--- src/http_json_field_extractor_defines.svh ---
// ---------------------------------------------------------------------------
// HTTP JSON field extractor: assertion macros
// Concurrent assertion wrappers clocked on aclk; ASSERT_OFF removes them.
// ---------------------------------------------------------------------------
`ifndef HTTP_JSON_FIELD_EXTRACTOR_DEFINES_SVH
`define HTTP_JSON_FIELD_EXTRACTOR_DEFINES_SVH
`ifndef ASSERT_OFF
// check outside reset
`define HJFE_ASSERT(lbl, prop) \
    lbl: assert property (@(posedge aclk) disable iff (!aresetn) (prop)) \
        else $error("hjfe: assertion failed");
// check at every edge, reset included
`define HJFE_ASSERT_ALWAYS(lbl, prop) \
    lbl: assert property (@(posedge aclk) (prop)) \
        else $error("hjfe: assertion failed");
`else
`define HJFE_ASSERT(lbl, prop)
`define HJFE_ASSERT_ALWAYS(lbl, prop)
`endif
`endif

--- src/hjfe_pkg.sv ---
// ---------------------------------------------------------------------------
// HTTP JSON field extractor package
// Parser phases, delimiter codes, character constants and literal tables.
// ---------------------------------------------------------------------------
package hjfe_pkg;

    localparam int KEY_MAX_DEF     = 32;
    localparam int STACK_DEPTH_DEF = 16;
    localparam int COLOR_LEN       = 5;

    localparam logic [7:0] IGNORED_RESET = 8'd13;

    typedef enum logic [3:0] {
        PH_HEADER          = 4'd0,
        PH_HEADER_EMPTY    = 4'd1,
        PH_BODY            = 4'd2,
        PH_KEY             = 4'd3,
        PH_AFTER_KEY       = 4'd4,
        PH_AFTER_COLOR_KEY = 4'd5,
        PH_BEFORE_VALUE    = 4'd6,
        PH_BEFORE_COLOR    = 4'd7,
        PH_COLOR           = 4'd8,
        PH_DELIM           = 4'd9,
        PH_NUMERIC         = 4'd10,
        PH_LITERAL         = 4'd11,
        PH_CLOSED          = 4'd12,
        PH_FINISHED        = 4'd13,
        PH_ERROR           = 4'd14
    } phase_t;

    typedef enum logic [1:0] {
        D_NONE    = 2'd0,
        D_BRACKET = 2'd1,
        D_BRACE   = 2'd2,
        D_QUOTE   = 2'd3
    } delim_t;

    typedef enum logic [1:0] {
        LIT_NONE  = 2'd0,
        LIT_FALSE = 2'd1,
        LIT_NULL  = 2'd2,
        LIT_TRUE  = 2'd3
    } lit_kind_t;

    localparam logic [7:0] CH_LF       = 8'h0A;
    localparam logic [7:0] CH_QUOTE    = 8'h22;
    localparam logic [7:0] CH_COMMA    = 8'h2C;
    localparam logic [7:0] CH_COLON    = 8'h3A;
    localparam logic [7:0] CH_0        = 8'h30;
    localparam logic [7:0] CH_9        = 8'h39;
    localparam logic [7:0] CH_LBRACKET = 8'h5B;
    localparam logic [7:0] CH_RBRACKET = 8'h5D;
    localparam logic [7:0] CH_LBRACE   = 8'h7B;
    localparam logic [7:0] CH_RBRACE   = 8'h7D;
    localparam logic [7:0] CH_F        = 8'h66;
    localparam logic [7:0] CH_N        = 8'h6E;
    localparam logic [7:0] CH_T        = 8'h74;

    function automatic logic [7:0] color_char_at(input logic [2:0] pos);
        case (pos)
            3'd0:    return 8'h63; // c
            3'd1:    return 8'h6F; // o
            3'd2:    return 8'h6C; // l
            3'd3:    return 8'h6F; // o
            3'd4:    return 8'h72; // r
            default: return 8'h00;
        endcase
    endfunction

    function automatic logic [2:0] lit_len(input lit_kind_t kind);
        case (kind)
            LIT_FALSE: return 3'd5;
            LIT_NULL:  return 3'd4;
            LIT_TRUE:  return 3'd4;
            default:   return 3'd0;
        endcase
    endfunction

    function automatic logic [7:0] lit_char(input lit_kind_t kind, input logic [2:0] pos);
        logic [39:0] text;
        case (kind)
            LIT_FALSE: text = {8'h65, 8'h73, 8'h6C, 8'h61, 8'h66}; // false
            LIT_NULL:  text = {8'h00, 8'h6C, 8'h6C, 8'h75, 8'h6E}; // null
            LIT_TRUE:  text = {8'h00, 8'h65, 8'h75, 8'h72, 8'h74}; // true
            default:   text = '0;
        endcase
        case (pos)
            3'd0:    return text[7:0];
            3'd1:    return text[15:8];
            3'd2:    return text[23:16];
            3'd3:    return text[31:24];
            3'd4:    return text[39:32];
            default: return 8'h00;
        endcase
    endfunction

endpackage

--- src/http_json_field_extractor.sv ---
// The extractor takes one response byte per clock while s_tready is high and returns one
// result per byte: the parser phase after that byte and, inside the value of a key
// starting with "color", the value character with its flag. The whole parser step,
// including the single read of the delimiter stack top, fits between the state registers
// and the result register. The result register is backed by a skid stage, so s_tready
// falls only when a stalled result and one more item are both held.
// ---------------------------------------------------------------------------
// HTTP JSON field extractor
// Skips the HTTP header up to an empty line, walks a flat JSON object and
// streams out the characters of a color value.
// ---------------------------------------------------------------------------
`include "http_json_field_extractor_defines.svh"

module http_json_field_extractor #(
    parameter int KEY_MAX     = hjfe_pkg::KEY_MAX_DEF,
    parameter int STACK_DEPTH = hjfe_pkg::STACK_DEPTH_DEF
) (
    input  logic        aclk,
    input  logic        aresetn,
    // configuration: ignored_char
    input  logic        cfg_valid,
    output logic        cfg_ready,
    input  logic [7:0]  cfg_data,
    // input items
    input  logic        s_tvalid,
    output logic        s_tready,
    input  logic [7:0]  s_tdata,   // [7:0] in_char
    input  logic [0:0]  s_tuser,   // [0] req_type
    // result items
    output logic        m_tvalid,
    input  logic        m_tready,
    output logic [15:0] m_tdata,   // [3:0] parser_phase, [11:4] color_char, [15:12] zero
    output logic [1:0]  m_tuser    // [0] color_valid, [1] color_cleared
);
    import hjfe_pkg::*;

    localparam int KL_W    = $clog2(KEY_MAX + 1);
    localparam int DEPTH_W = $clog2(STACK_DEPTH + 1);
    localparam int IDX_W   = (STACK_DEPTH > 1) ? $clog2(STACK_DEPTH) : 1;

    // configuration
    logic [7:0] ignored_char_reg;

    // parser state
    phase_t            phase_reg, phase_next;
    logic [KL_W-1:0]   key_length_reg, key_length_next;
    logic [7:0]        key_store_reg [COLOR_LEN];
    delim_t            delim_stack_reg [STACK_DEPTH];
    logic [DEPTH_W-1:0] delim_depth_reg, delim_depth_next;
    lit_kind_t         literal_kind_reg, literal_kind_next;
    logic [2:0]        literal_pos_reg, literal_pos_next;

    // step logic
    logic               accept;
    logic [7:0]         c;
    logic               key_wr;
    logic               key_is_color;
    logic [DEPTH_W-1:0] depth_base;
    logic [DEPTH_W-1:0] depth_dec;
    delim_t             top;
    phase_t             d_phase;
    logic [DEPTH_W-1:0] d_depth;
    logic               d_push;
    delim_t             d_code;
    logic               push_en;
    logic [2:0]         lit_pos_inc;
    logic               res_valid;
    logic               res_cleared;

    // output register and skid stage
    logic        out_valid_reg;
    logic [3:0]  out_phase_reg;
    logic [7:0]  out_char_reg;
    logic        out_cvalid_reg;
    logic        out_cleared_reg;
    logic        skid_valid_reg;
    logic [3:0]  skid_phase_reg;
    logic [7:0]  skid_char_reg;
    logic        skid_cvalid_reg;
    logic        skid_cleared_reg;

    assign cfg_ready = 1'b1;
    assign s_tready  = !skid_valid_reg;
    assign accept    = s_tvalid && s_tready;
    assign c         = s_tdata;

    always_ff @(posedge aclk) begin
        if (!aresetn) begin
            ignored_char_reg <= IGNORED_RESET;
        end else if (cfg_valid) begin
            ignored_char_reg <= cfg_data;
        end
    end

    // key compare: only the first five bytes of a key matter
    always_comb begin
        key_is_color = (key_length_reg >= KL_W'(COLOR_LEN));
        for (int i = 0; i < COLOR_LEN; i++) begin
            if (key_store_reg[i] != color_char_at(3'(i))) begin
                key_is_color = 1'b0;
            end
        end
    end

    // a value start restarts the stack from empty
    assign depth_base = (phase_reg == PH_BEFORE_VALUE) ? '0 : delim_depth_reg;
    assign depth_dec  = depth_base - DEPTH_W'(1);
    assign top        = (depth_base == '0) ? D_NONE : delim_stack_reg[depth_dec[IDX_W-1:0]];

    // one byte of a bracketed or quoted value
    always_comb begin
        d_phase = PH_DELIM;
        d_depth = depth_base;
        d_push  = 1'b0;
        d_code  = D_NONE;
        case (c)
            CH_LBRACKET: begin
                d_push = 1'b1;
                d_code = D_BRACKET;
            end
            CH_LBRACE: begin
                d_push = 1'b1;
                d_code = D_BRACE;
            end
            CH_QUOTE: begin
                if (top == D_QUOTE) begin
                    d_depth = depth_dec;
                end else begin
                    d_push = 1'b1;
                    d_code = D_QUOTE;
                end
            end
            CH_RBRACKET: begin
                if (top == D_BRACKET) begin
                    d_depth = depth_dec;
                end else begin
                    d_phase = PH_ERROR;
                end
            end
            CH_RBRACE: begin
                if (top == D_BRACE) begin
                    d_depth = depth_dec;
                end else begin
                    d_phase = PH_ERROR;
                end
            end
            default: ;
        endcase
        if (d_push) begin
            if (depth_base >= DEPTH_W'(STACK_DEPTH)) begin
                d_phase = PH_ERROR;
                d_push  = 1'b0;
            end else begin
                d_depth = depth_base + DEPTH_W'(1);
            end
        end
        if (d_depth == '0) begin
            d_phase = PH_CLOSED;
        end
    end

    assign lit_pos_inc = literal_pos_reg + 3'd1;

    always_comb begin
        phase_next        = phase_reg;
        key_length_next   = key_length_reg;
        delim_depth_next  = delim_depth_reg;
        literal_kind_next = literal_kind_reg;
        literal_pos_next  = literal_pos_reg;
        key_wr            = 1'b0;
        push_en           = 1'b0;
        res_valid         = 1'b0;
        res_cleared       = 1'b0;
        if (s_tuser[0]) begin
            phase_next = PH_HEADER;
        end else begin
            case (phase_reg)
                PH_HEADER, PH_HEADER_EMPTY: begin
                    if (c == ignored_char_reg) begin
                        phase_next = phase_reg;
                    end else if (c == CH_LF) begin
                        phase_next = (phase_reg == PH_HEADER_EMPTY) ? PH_BODY : PH_HEADER_EMPTY;
                    end else begin
                        phase_next = PH_HEADER;
                    end
                end
                PH_BODY: begin
                    if (c == CH_QUOTE) begin
                        phase_next      = PH_KEY;
                        key_length_next = '0;
                    end
                end
                PH_KEY: begin
                    if (c == CH_QUOTE) begin
                        phase_next = key_is_color ? PH_AFTER_COLOR_KEY : PH_AFTER_KEY;
                    end else if (key_length_reg < KL_W'(KEY_MAX)) begin
                        key_wr          = (key_length_reg < KL_W'(COLOR_LEN));
                        key_length_next = key_length_reg + KL_W'(1);
                    end
                end
                PH_AFTER_KEY: begin
                    phase_next = (c == CH_COLON) ? PH_BEFORE_VALUE : PH_ERROR;
                end
                PH_AFTER_COLOR_KEY: begin
                    phase_next = (c == CH_COLON) ? PH_BEFORE_COLOR : PH_ERROR;
                end
                PH_BEFORE_COLOR: begin
                    if (c == CH_QUOTE) begin
                        phase_next  = PH_COLOR;
                        res_cleared = 1'b1;
                    end else begin
                        phase_next = PH_ERROR;
                    end
                end
                PH_COLOR: begin
                    if (c == CH_QUOTE) begin
                        phase_next = PH_CLOSED;
                    end else begin
                        res_valid = 1'b1;
                    end
                end
                PH_BEFORE_VALUE: begin
                    if (c inside {CH_LBRACE, CH_LBRACKET, CH_RBRACE, CH_RBRACKET, CH_QUOTE}) begin
                        phase_next       = d_phase;
                        delim_depth_next = d_depth;
                        push_en          = d_push;
                    end else if (c inside {[CH_0:CH_9]}) begin
                        phase_next = PH_NUMERIC;
                    end else if (c inside {CH_F, CH_N, CH_T}) begin
                        literal_kind_next = (c == CH_F) ? LIT_FALSE :
                                            (c == CH_N) ? LIT_NULL : LIT_TRUE;
                        literal_pos_next  = 3'd1;
                        phase_next        = PH_LITERAL;
                    end else begin
                        phase_next = PH_ERROR;
                    end
                end
                PH_LITERAL: begin
                    if (literal_pos_reg < lit_len(literal_kind_reg) &&
                        lit_char(literal_kind_reg, literal_pos_reg) == c) begin
                        literal_pos_next = lit_pos_inc;
                        if (lit_pos_inc >= lit_len(literal_kind_reg)) begin
                            phase_next = PH_CLOSED;
                        end
                    end else begin
                        phase_next = PH_ERROR;
                    end
                end
                PH_DELIM: begin
                    phase_next       = d_phase;
                    delim_depth_next = d_depth;
                    push_en          = d_push;
                end
                PH_NUMERIC: begin
                    if (c == CH_COMMA) begin
                        phase_next = PH_BODY;
                    end
                end
                PH_CLOSED: begin
                    if (c == CH_COMMA) begin
                        phase_next = PH_BODY;
                    end else if (c == CH_RBRACE) begin
                        phase_next = PH_FINISHED;
                    end else begin
                        phase_next = PH_ERROR;
                    end
                end
                PH_FINISHED: begin
                    phase_next = PH_ERROR;
                end
                default: ;
            endcase
        end
    end

    always_ff @(posedge aclk) begin
        if (!aresetn) begin
            phase_reg        <= PH_HEADER;
            key_length_reg   <= '0;
            delim_depth_reg  <= '0;
            literal_kind_reg <= LIT_NONE;
            literal_pos_reg  <= '0;
        end else if (accept) begin
            phase_reg        <= phase_next;
            key_length_reg   <= key_length_next;
            delim_depth_reg  <= delim_depth_next;
            literal_kind_reg <= literal_kind_next;
            literal_pos_reg  <= literal_pos_next;
        end
    end

    always_ff @(posedge aclk) begin
        if (accept && key_wr) begin
            key_store_reg[key_length_reg[2:0]] <= c;
        end
        if (accept && push_en) begin
            delim_stack_reg[depth_base[IDX_W-1:0]] <= d_code;
        end
    end

    // result register with skid stage behind it
    always_ff @(posedge aclk) begin
        if (!aresetn) begin
            out_valid_reg  <= 1'b0;
            skid_valid_reg <= 1'b0;
        end else if (!out_valid_reg || m_tready) begin
            if (skid_valid_reg) begin
                out_valid_reg  <= 1'b1;
                skid_valid_reg <= 1'b0;
            end else begin
                out_valid_reg <= accept;
            end
        end else if (accept) begin
            skid_valid_reg <= 1'b1;
        end
    end

    always_ff @(posedge aclk) begin
        if (!out_valid_reg || m_tready) begin
            if (skid_valid_reg) begin
                out_phase_reg   <= skid_phase_reg;
                out_char_reg    <= skid_char_reg;
                out_cvalid_reg  <= skid_cvalid_reg;
                out_cleared_reg <= skid_cleared_reg;
            end else begin
                out_phase_reg   <= phase_next;
                out_char_reg    <= res_valid ? c : 8'h00;
                out_cvalid_reg  <= res_valid;
                out_cleared_reg <= res_cleared;
            end
        end else if (accept) begin
            skid_phase_reg   <= phase_next;
            skid_char_reg    <= res_valid ? c : 8'h00;
            skid_cvalid_reg  <= res_valid;
            skid_cleared_reg <= res_cleared;
        end
    end

    assign m_tvalid = out_valid_reg;
    assign m_tdata  = {4'h0, out_char_reg, out_phase_reg};
    assign m_tuser  = {out_cleared_reg, out_cvalid_reg};

    `HJFE_ASSERT(a_skid_behind_out, skid_valid_reg |-> out_valid_reg)
    `HJFE_ASSERT(a_stall_fills_skid, (accept && out_valid_reg && !m_tready) |=> skid_valid_reg)
    `HJFE_ASSERT(a_depth_bound, delim_depth_reg <= DEPTH_W'(STACK_DEPTH))
    `HJFE_ASSERT(a_restart_header, (accept && s_tuser[0]) |=> (phase_reg == PH_HEADER))
    `HJFE_ASSERT(a_color_in_value, (out_valid_reg && (out_cvalid_reg || out_cleared_reg)) |-> (out_phase_reg == PH_COLOR && !(out_cvalid_reg && out_cleared_reg)))

endmodule
--- config.mk ---
export PLATFORM = sky130hd
export DESIGN_NAME = http_json_field_extractor
export DESIGN_NICKNAME = d
export VERILOG_FILES = /design/src/hjfe_pkg.sv /design/src/http_json_field_extractor.sv
export VERILOG_INCLUDE_DIRS = /design/src /design/src/src
export SDC_FILE = /design/constraint.sdc
export NUM_CORES = 1
export LEC_CHECK = 0
export BUFFER_PORTS_ARGS = -buffer_cell sky130_fd_sc_hd__buf_2
export CORE_ASPECT_RATIO = 0.9
export CORE_MARGIN = 5
export CORE_UTILIZATION = 50
export CTS_CLUSTER_DIAMETER = 100
export DETAILED_ROUTE_END_ITERATION = 16
export HOLD_SLACK_MARGIN = 0.06
export PLACE_DENSITY = 0.75
export SYNTH_ARGS = -nofsm -noshare
export SYNTH_HDL_FRONTEND = slang
export SYNTH_SLANG_ARGS = --single-unit
--- constraint.sdc ---
create_clock -name aclk -period 4.1 [get_ports aclk]
set_input_delay 0.82 -clock aclk [delete_from_list [all_inputs] [get_ports aclk]]
set_output_delay 0.82 -clock aclk [all_outputs]
set_load 0.1 [all_outputs]
==> flow_metrics.env, run 1 <==
export IMPL_die_h_microns=122
export IMPL_netlist_area_sq_um=7010
export IMPL_placementRows=41
export IMPL_multiInputGateArea_sq_um=3030
export IMPL_synth_async_reset_ratio_pct=0
export IMPL_avgViaCountPerCell=6.00
export IMPL_drtIter0Drc=553
export IMPL_utilization_pct=57.5
export IMPL_relSlewSlack_pct=44.3
export IMPL_clockBufferDepth=2
export IMPL_min_path_type="reg2reg"
export IMPL_min_period_ps=3800
export IMPL_finalWorstSetupSlack_ps=300
export IMPL_routed_wl_mm=17.6
export IMPL_wl_per_cell_microns=19.5
export IMPL_grt_pass1_vias=5432
export IMPL_finalWeightedCongestion=0.926
export IMPL_reg2reg_slack_ps=300
export IMPL_setup_tns_ps=0
export IMPL_holdPathEnd="ignored_char_reg[0]"
export IMPL_cts_root_buffer="clkbuf_16"
export IMPL_port_buffers=37
export IMPL_synthCells=645
export IMPL_finalPower_mw=3.15
export IMPL_p_leak_nw=2.94
export IMPL_ys_ff_latch=130
export IMPL_drive_above_1_share_pct=20.9
export IMPL_crit_type="reg2reg"
export IMPL_initial_core_util_pct=50.4
export IMPL_seqCellArea_sq_um=3600
export IMPL_crit_path_start_kind="flip-flop"
export IMPL_holdPathStages=2
export IMPL_rr_worst_depth=12
export IMPL_grt_max_degree=23
export IMPL_synth_edf_count=100
export IMPL_drv_slew=0
export IMPL_fillers=1141
export IMPL_die_area_sq_um=16500
export IMPL_synth_cell_types=95
export IMPL_cts_tree="yes"
export IMPL_ir_drop_uv=300
export IMPL_tightest_slew_ps=830
export IMPL_synth_area_per_cell_sq_um=10.9
export IMPL_synth_ff_type="edfxtp_1"
export IMPL_io_pins=43
export IMPL_antenna_found_initial=0
export IMPL_ant_nets=0
export IMPL_drt_pre_antenna_iters=5
export IMPL_ys_seq_area_share_pct=51.4
export IMPL_rsz0062_at_grt="no"
export IMPL_dp_slack_ps=274
export IMPL_setup_viol=0
export IMPL_max_cap_violations=0
export IMPL_crit_path_max_fanout=11
export IMPL_largest_register_ffs=40
export IMPL_fin_hold_ws_ps=507
export IMPL_cts_sinks=130
export IMPL_drc=0
export IMPL_die_w_microns=135
export IMPL_worstPathArrival_ps=3980
export IMPL_grt_overflow_total=0
export IMPL_r2r_start="delim_depth_reg[2]"
export IMPL_finalHoldViolations=0
export IMPL_fin_crit_sh_pct=92.7
export IMPL_diodes=0
export IMPL_run_status="finished clean"
export IMPL_core_area_sq_um=13900
export IMPL_worstReg2RegEnd="out_phase_reg[0]"
export IMPL_htree_levels=4
export IMPL_layout_nets=735
export IMPL_clock_fmax_mhz=263
export IMPL_critPathCaptureType="flip-flop"
export IMPL_dp_hpwl_mm=12.4
export IMPL_min_from="ignored_char_reg[0]"
export IMPL_cts_buffers=17
export IMPL_required_ps=4280
export IMPL_num_vias=5403
export IMPL_track_usage_pct=22.2
export IMPL_insertion_delay_ps=430
export IMPL_area_delta_synth_final_pct=14.0
export IMPL_power_density_nw_per_um2=394
export IMPL_grt_pass1_wl_mm=28.4
export IMPL_fin_skew_ps=16.3
export IMPL_clk_pin_slew_worst_paths_ps=60
export IMPL_ys_warn_count=0
==> cell usage in the layout, fill, tap and decap left out, drive strengths merged, types with 9 or more instances in the layout <==
master / instances
nor4: 9
dfxtp: 30
edfxtp: 100
mux2: 16
and2: 13
mux2i: 13
a21oi: 26
o21ai: 31
nor3: 23
clkbuf: 19
ha: 18
nand2: 54
and3: 9
nand3: 15
xnor2: 12
nor2: 65
buf: 70
inv: 25
nand4: 12
nand2b: 9
==> final cells by class <==
type | count | share of cell area, %
Sequential cell | 130 | 45.1
Clock buffer | 19 | 5.95
Clock inverter | 13 | 1.72
Timing Repair Buffer | 70 | 5.41
Inverter | 19 | 0.892
Tap cell | 193 | 3.02
Multi-Input combinational cell | 457 | 37.9
==> metrics by stage <==
| stage | cell area (sq um) | std cells |
|---|---|---|
| global placement | 7380 | 869 |
| CTS | 7990 | 901 |
| global route | 8000 | 901 |
| detailed placement | 7380 | 869 |
| finish | 8000 | 901 |
| floorplan | 7020 | 648 |
==> kinds of logic (layout without fill, tap and decap cells) <==
logic type               count (synthesis)  in the layout  share of synthesized area [%]
AO/OA/AOI/OAI                          132            132                           13.3
XOR/XNOR                                17             17                           2.12
adder cells (fa/ha/maj)                 18             18                           3.21
buffers and inverters                   61            121                           5.51
flip-flops                             130            130                           51.4
multiplexers                            29             29                           4.48
other                                    2              5                          0.107
AND/OR/NAND/NOR                        256            256                           19.8
==> power by group <==
part	switching [mW]	internal, mW	leakage [nW]	total (mW)
Combinational	0.144	0.0386	1.46	0.182
Sequential	0.00652	1.42	1.17	1.43
Clock	0.609	0.927	0.306	1.54
Total	0.759	2.39	2.94	3.15
==> synth_stat cells, types with 4 or more instances <==
master      n  share of area [%]
and2_1     11               0.98
nand4b_1    5               0.62
dfxtp_1    30                8.6
nand2_1    53                2.8
nor4_1      7               0.62
mux2i_1    13                1.9
o31ai_1     6               0.64
nand2b_1    9               0.80
nor3_1     22                1.6
and3_1      6               0.54
nor2_1     65                3.5
o21ai_0    28                2.0
edfxtp_1  100                 43
mux2_2     15                2.4
clkbuf_8    5               0.98
a21oi_1    25                1.8
o22ai_1     4               0.36
nor2b_1     7               0.62
nand4_1    12                1.1
nor3b_1     5               0.54
buf_4       9               0.96
buf_6       6               0.96
a211oi_1    5               0.54
clkbuf_1   17               0.91
or3_1       6               0.54
nand3b_1    4               0.43
a31oi_1     5               0.45
nand3_1    15                1.1
xnor2_1    12                1.5
a22oi_1     7               0.75
xor2_1      5               0.62
ha_1       18                3.2
inv_1      18               0.96
==> worst max-delay path: stages (launching register included) <==
cell and delay (ps):
dfxtp_1 660, buf_4 260, or3b_1 420, o21ai_1 210
a32oi_2 120, a2bb2oi_1 290, nor4_2 110, o31a_1 320
o31ai_1 310, nand2_1 120, o311ai_1 290, a211oi_1 170
mux2_2 290
==> repair_timing <==
item                       in CTS  in global routing
setup endpoints to repair       0                  5
setup buffers                   0                  0
resized for setup               0                  1
hold buffers                    0                  0
==> worst max-delay path by stage <==
stage / startpoint / end / slack, ps / cells past startpoint
floorplan: delim_depth_reg[2] / delim_stack_reg[5][0] / 710 / 10
global placement: delim_depth_reg[1] / out_phase_reg[0] / 380 / 12
detailed placement: delim_depth_reg[1] / out_phase_reg[0] / 270 / 12
CTS: delim_depth_reg[1] / out_phase_reg[0] / 240 / 12
global route: delim_depth_reg[2] / out_phase_reg[2] / 140 / 12
finish: delim_depth_reg[2] / out_phase_reg[0] / 300 / 12
==> per-layer routing <==
layer | track usage, % | share of wire, % | up-vias
li1 | - | - | 2494
met1 | 29.9 | 43 | 2622
met2 | 35.6 | 47 | 251
met3 | 4.47 | 7.7 | 36
met4 | 8.46 | 1.9 | 0
met5 | 0 | 0 | -
Power figures use the tool's default switching activity.
==> inputs of run 2 (changes only) <==
--- a/config.mk
+++ b/config.mk
@@ -13,7 +13,7 @@
 export CTS_CLUSTER_DIAMETER = 100
 export DETAILED_ROUTE_END_ITERATION = 16
 export HOLD_SLACK_MARGIN = 0.06
-export PLACE_DENSITY = 0.75
+export PLACE_DENSITY_LB_ADDON = 0.3
 export SYNTH_ARGS = -nofsm -noshare
 export SYNTH_HDL_FRONTEND = slang
 export SYNTH_SLANG_ARGS = --single-unit
==> run 2 against run 1 <==
Effect of this change: register-to-register slack barely moved; final cell count is 0.44% lower; total power decreased by 1.7%; largest cell class unchanged; first-iteration DRC count shrank 7.4%; utilization decreased by 0.32 points; sequential share of layout area increased by 0.26 points; critical endpoint is now phase_reg[2]; worst hold slack got worse by 7.7 ps; via count down 0.57%.
==> flow_metrics.env, run 2 (synthesis gave the netlist of run 1 again) <==
export IMPL_finalHoldViolations=0
export IMPL_num_vias=5372
export IMPL_htree_levels=4
export IMPL_postCtsHoldBufs=0
export IMPL_avgViaCountPerCell=5.99
export IMPL_rsz0062_at_grt="no"
export IMPL_critPathCaptureType="flip-flop"
export IMPL_switchingPower_mw=0.706
export IMPL_finalWeightedCongestion=0.948
export IMPL_p_sw_share_pct=22.8
export IMPL_slowest_stage="dfxtp_1"
export IMPL_fillers=1141
export IMPL_drive_above_1_share_pct=20.0
export IMPL_final_cell_mix="100 x edfxtp_1, 65 x nor2_1, 53 x nand2_1"
export IMPL_fin_hold_ws_ps=500
export IMPL_setup_viol=0
export IMPL_p_comb_share_pct=5.8
export IMPL_power_internal_mw=2.39
export IMPL_grt_max_degree=23
export IMPL_crit_type="reg2reg"
export IMPL_cts_root_buffer="clkbuf_16"
export IMPL_clockBufferDepth=2
export IMPL_finalPower_mw=3.10
export IMPL_path_buf_inv=1
export IMPL_ant_nets=0
export IMPL_clock_fmax_mhz=262
export IMPL_seqPwrFrac_pct=46.2
export IMPL_relSlewSlack_pct=31.4
export IMPL_initial_core_util_pct=50.4
export IMPL_drt_pre_antenna_iters=5
export IMPL_layout_commonest_cell="edfxtp_1"
export IMPL_worstPathArrival_ps=4130
export IMPL_tightest_slew_ps=1020
export IMPL_cts_sinks=130
export IMPL_placementRows=41
export IMPL_setup_tns_ps=0
export IMPL_rr_worst_depth=11
export IMPL_area_delta_synth_final_pct=13.4
export IMPL_core_area_sq_um=13900
export IMPL_crit_family="compound AO/OA/AOI/OAI gates"
export IMPL_power_density_nw_per_um2=390
export IMPL_crit_cells=11
export IMPL_holdPathStages=2
export IMPL_io_pins=43
export IMPL_required_ps=4420
export IMPL_die_area_sq_um=16500
export IMPL_insertion_delay_ps=420
export IMPL_die_h_microns=122
export IMPL_grt_pass1_wl_mm=26.7
export IMPL_slowest_delay_ps=630
export IMPL_dp_hpwl_mm=11.6
export IMPL_drc=0
export IMPL_grt_overflow_total=0
export IMPL_crit_path_start_kind="flip-flop"
export IMPL_port_buffers=37
export IMPL_drv_slew=0
export IMPL_clkPwrFrac_pct=48.0
export IMPL_cts_buffers=17
export IMPL_drtIter0Drc=512
export IMPL_crit_path_max_fanout=13
export IMPL_crit_chain="inv_2, o311a_1, a32oi_2, and2b_1, o2111a_1, o31a_1, o31ai_1, nand2_1, or3_4, and3_4, o41ai_2"
export IMPL_fin_crit_sh_pct=93.0
export IMPL_routed_wl_mm=16.3
export IMPL_clk_pin_slew_worst_paths_ps=60
export IMPL_antenna_found_initial=0
export IMPL_grt_pass1_vias=5047
export IMPL_postCtsSetupBuffers=0
export IMPL_min_period_ps=3810
export IMPL_run_status="finished clean"
export IMPL_min_path_type="reg2reg"
export IMPL_diodes=0
export IMPL_largest_register_ffs=40
export IMPL_track_usage_pct=20.7
export IMPL_ir_drop_uv=303
export IMPL_cts_tree="yes"
export IMPL_fin_skew_ps=7.27
export IMPL_p_leak_nw=2.90
export IMPL_max_cap_violations=0
export IMPL_layout_nets=731
export IMPL_die_w_microns=135
export IMPL_wl_per_cell_microns=18.2
-- run 2: worst paths after layout --
path                                           from                   to  slack, ps
worst max-delay path             delim_depth_reg[2]         phase_reg[2]        290
worst min-delay path            ignored_char_reg[3]  ignored_char_reg[3]        500
worst max register to register   delim_depth_reg[2]         phase_reg[2]        290
worst min register to register  ignored_char_reg[3]  ignored_char_reg[3]        500
-- run 2: final cells by class --
cell class | count | area [sq um] | area share [%]
Sequential cell | 130 | 3600 | 45.3
Tap cell | 193 | 241 | 3.04
Inverter | 19 | 71.3 | 0.897
Clock inverter | 11 | 129 | 1.62
Multi-Input combinational cell | 457 | 3040 | 38.2
Timing Repair Buffer | 66 | 403 | 5.07
Clock buffer | 21 | 460 | 5.79
-- run 2: metrics by stage --
| stage | utilization, % | cell area, sq um | setup WS [ps] | std cells |
|---|---|---|---|---|
| after global placement | 52.9 | 7350 | 386 | 865 |
| after global routing | 57.2 | 7950 | 65.7 | 897 |
| after floorplan | - | 7020 | 710 | 648 |
| final | 57.2 | 7950 | 286 | 897 |
| after detailed placement | 52.9 | 7350 | 279 | 865 |
| after CTS | 57.1 | 7940 | 280 | 897 |
-- run 2: per-layer routing --
| metal | vias up | part of all wire (%) | GRT usage, % |
|---|---|---|---|
| met2 | 266 | 44 | 29.6 |
| met1 | 2586 | 45 | 30.0 |
| met4 | 0 | 1.8 | 7.76 |
| met3 | 30 | 9.4 | 5.74 |
| met5 | - | 0 | 0 |
| li1 | 2490 | - | - |
-- run 2: worst min-delay path, cell delays in order (launching register included) --
cell     delay, ps
dfxtp_1        340
mux2i_1         70
nand2_1         60
-- run 2: repair_timing --
item | in CTS | in global routing
hold endpoints to repair | 0 | 0
resized for setup | 0 | 2
setup endpoints to repair | 0 | 5
-- run 2: power groups by stage --
| stage | Combinational [mW] | Sequential (mW) | Clock [mW] |
|---|---|---|---|
| after floorplan | 0.0893 | 1.51 | 0 |
| after global placement | 0.177 | 1.46 | 0 |
| after detailed placement | 0.179 | 1.46 | 0 |
| after CTS | 0.180 | 1.43 | 1.51 |
| after global routing | 0.190 | 1.43 | 1.57 |
| final | 0.180 | 1.43 | 1.49 |
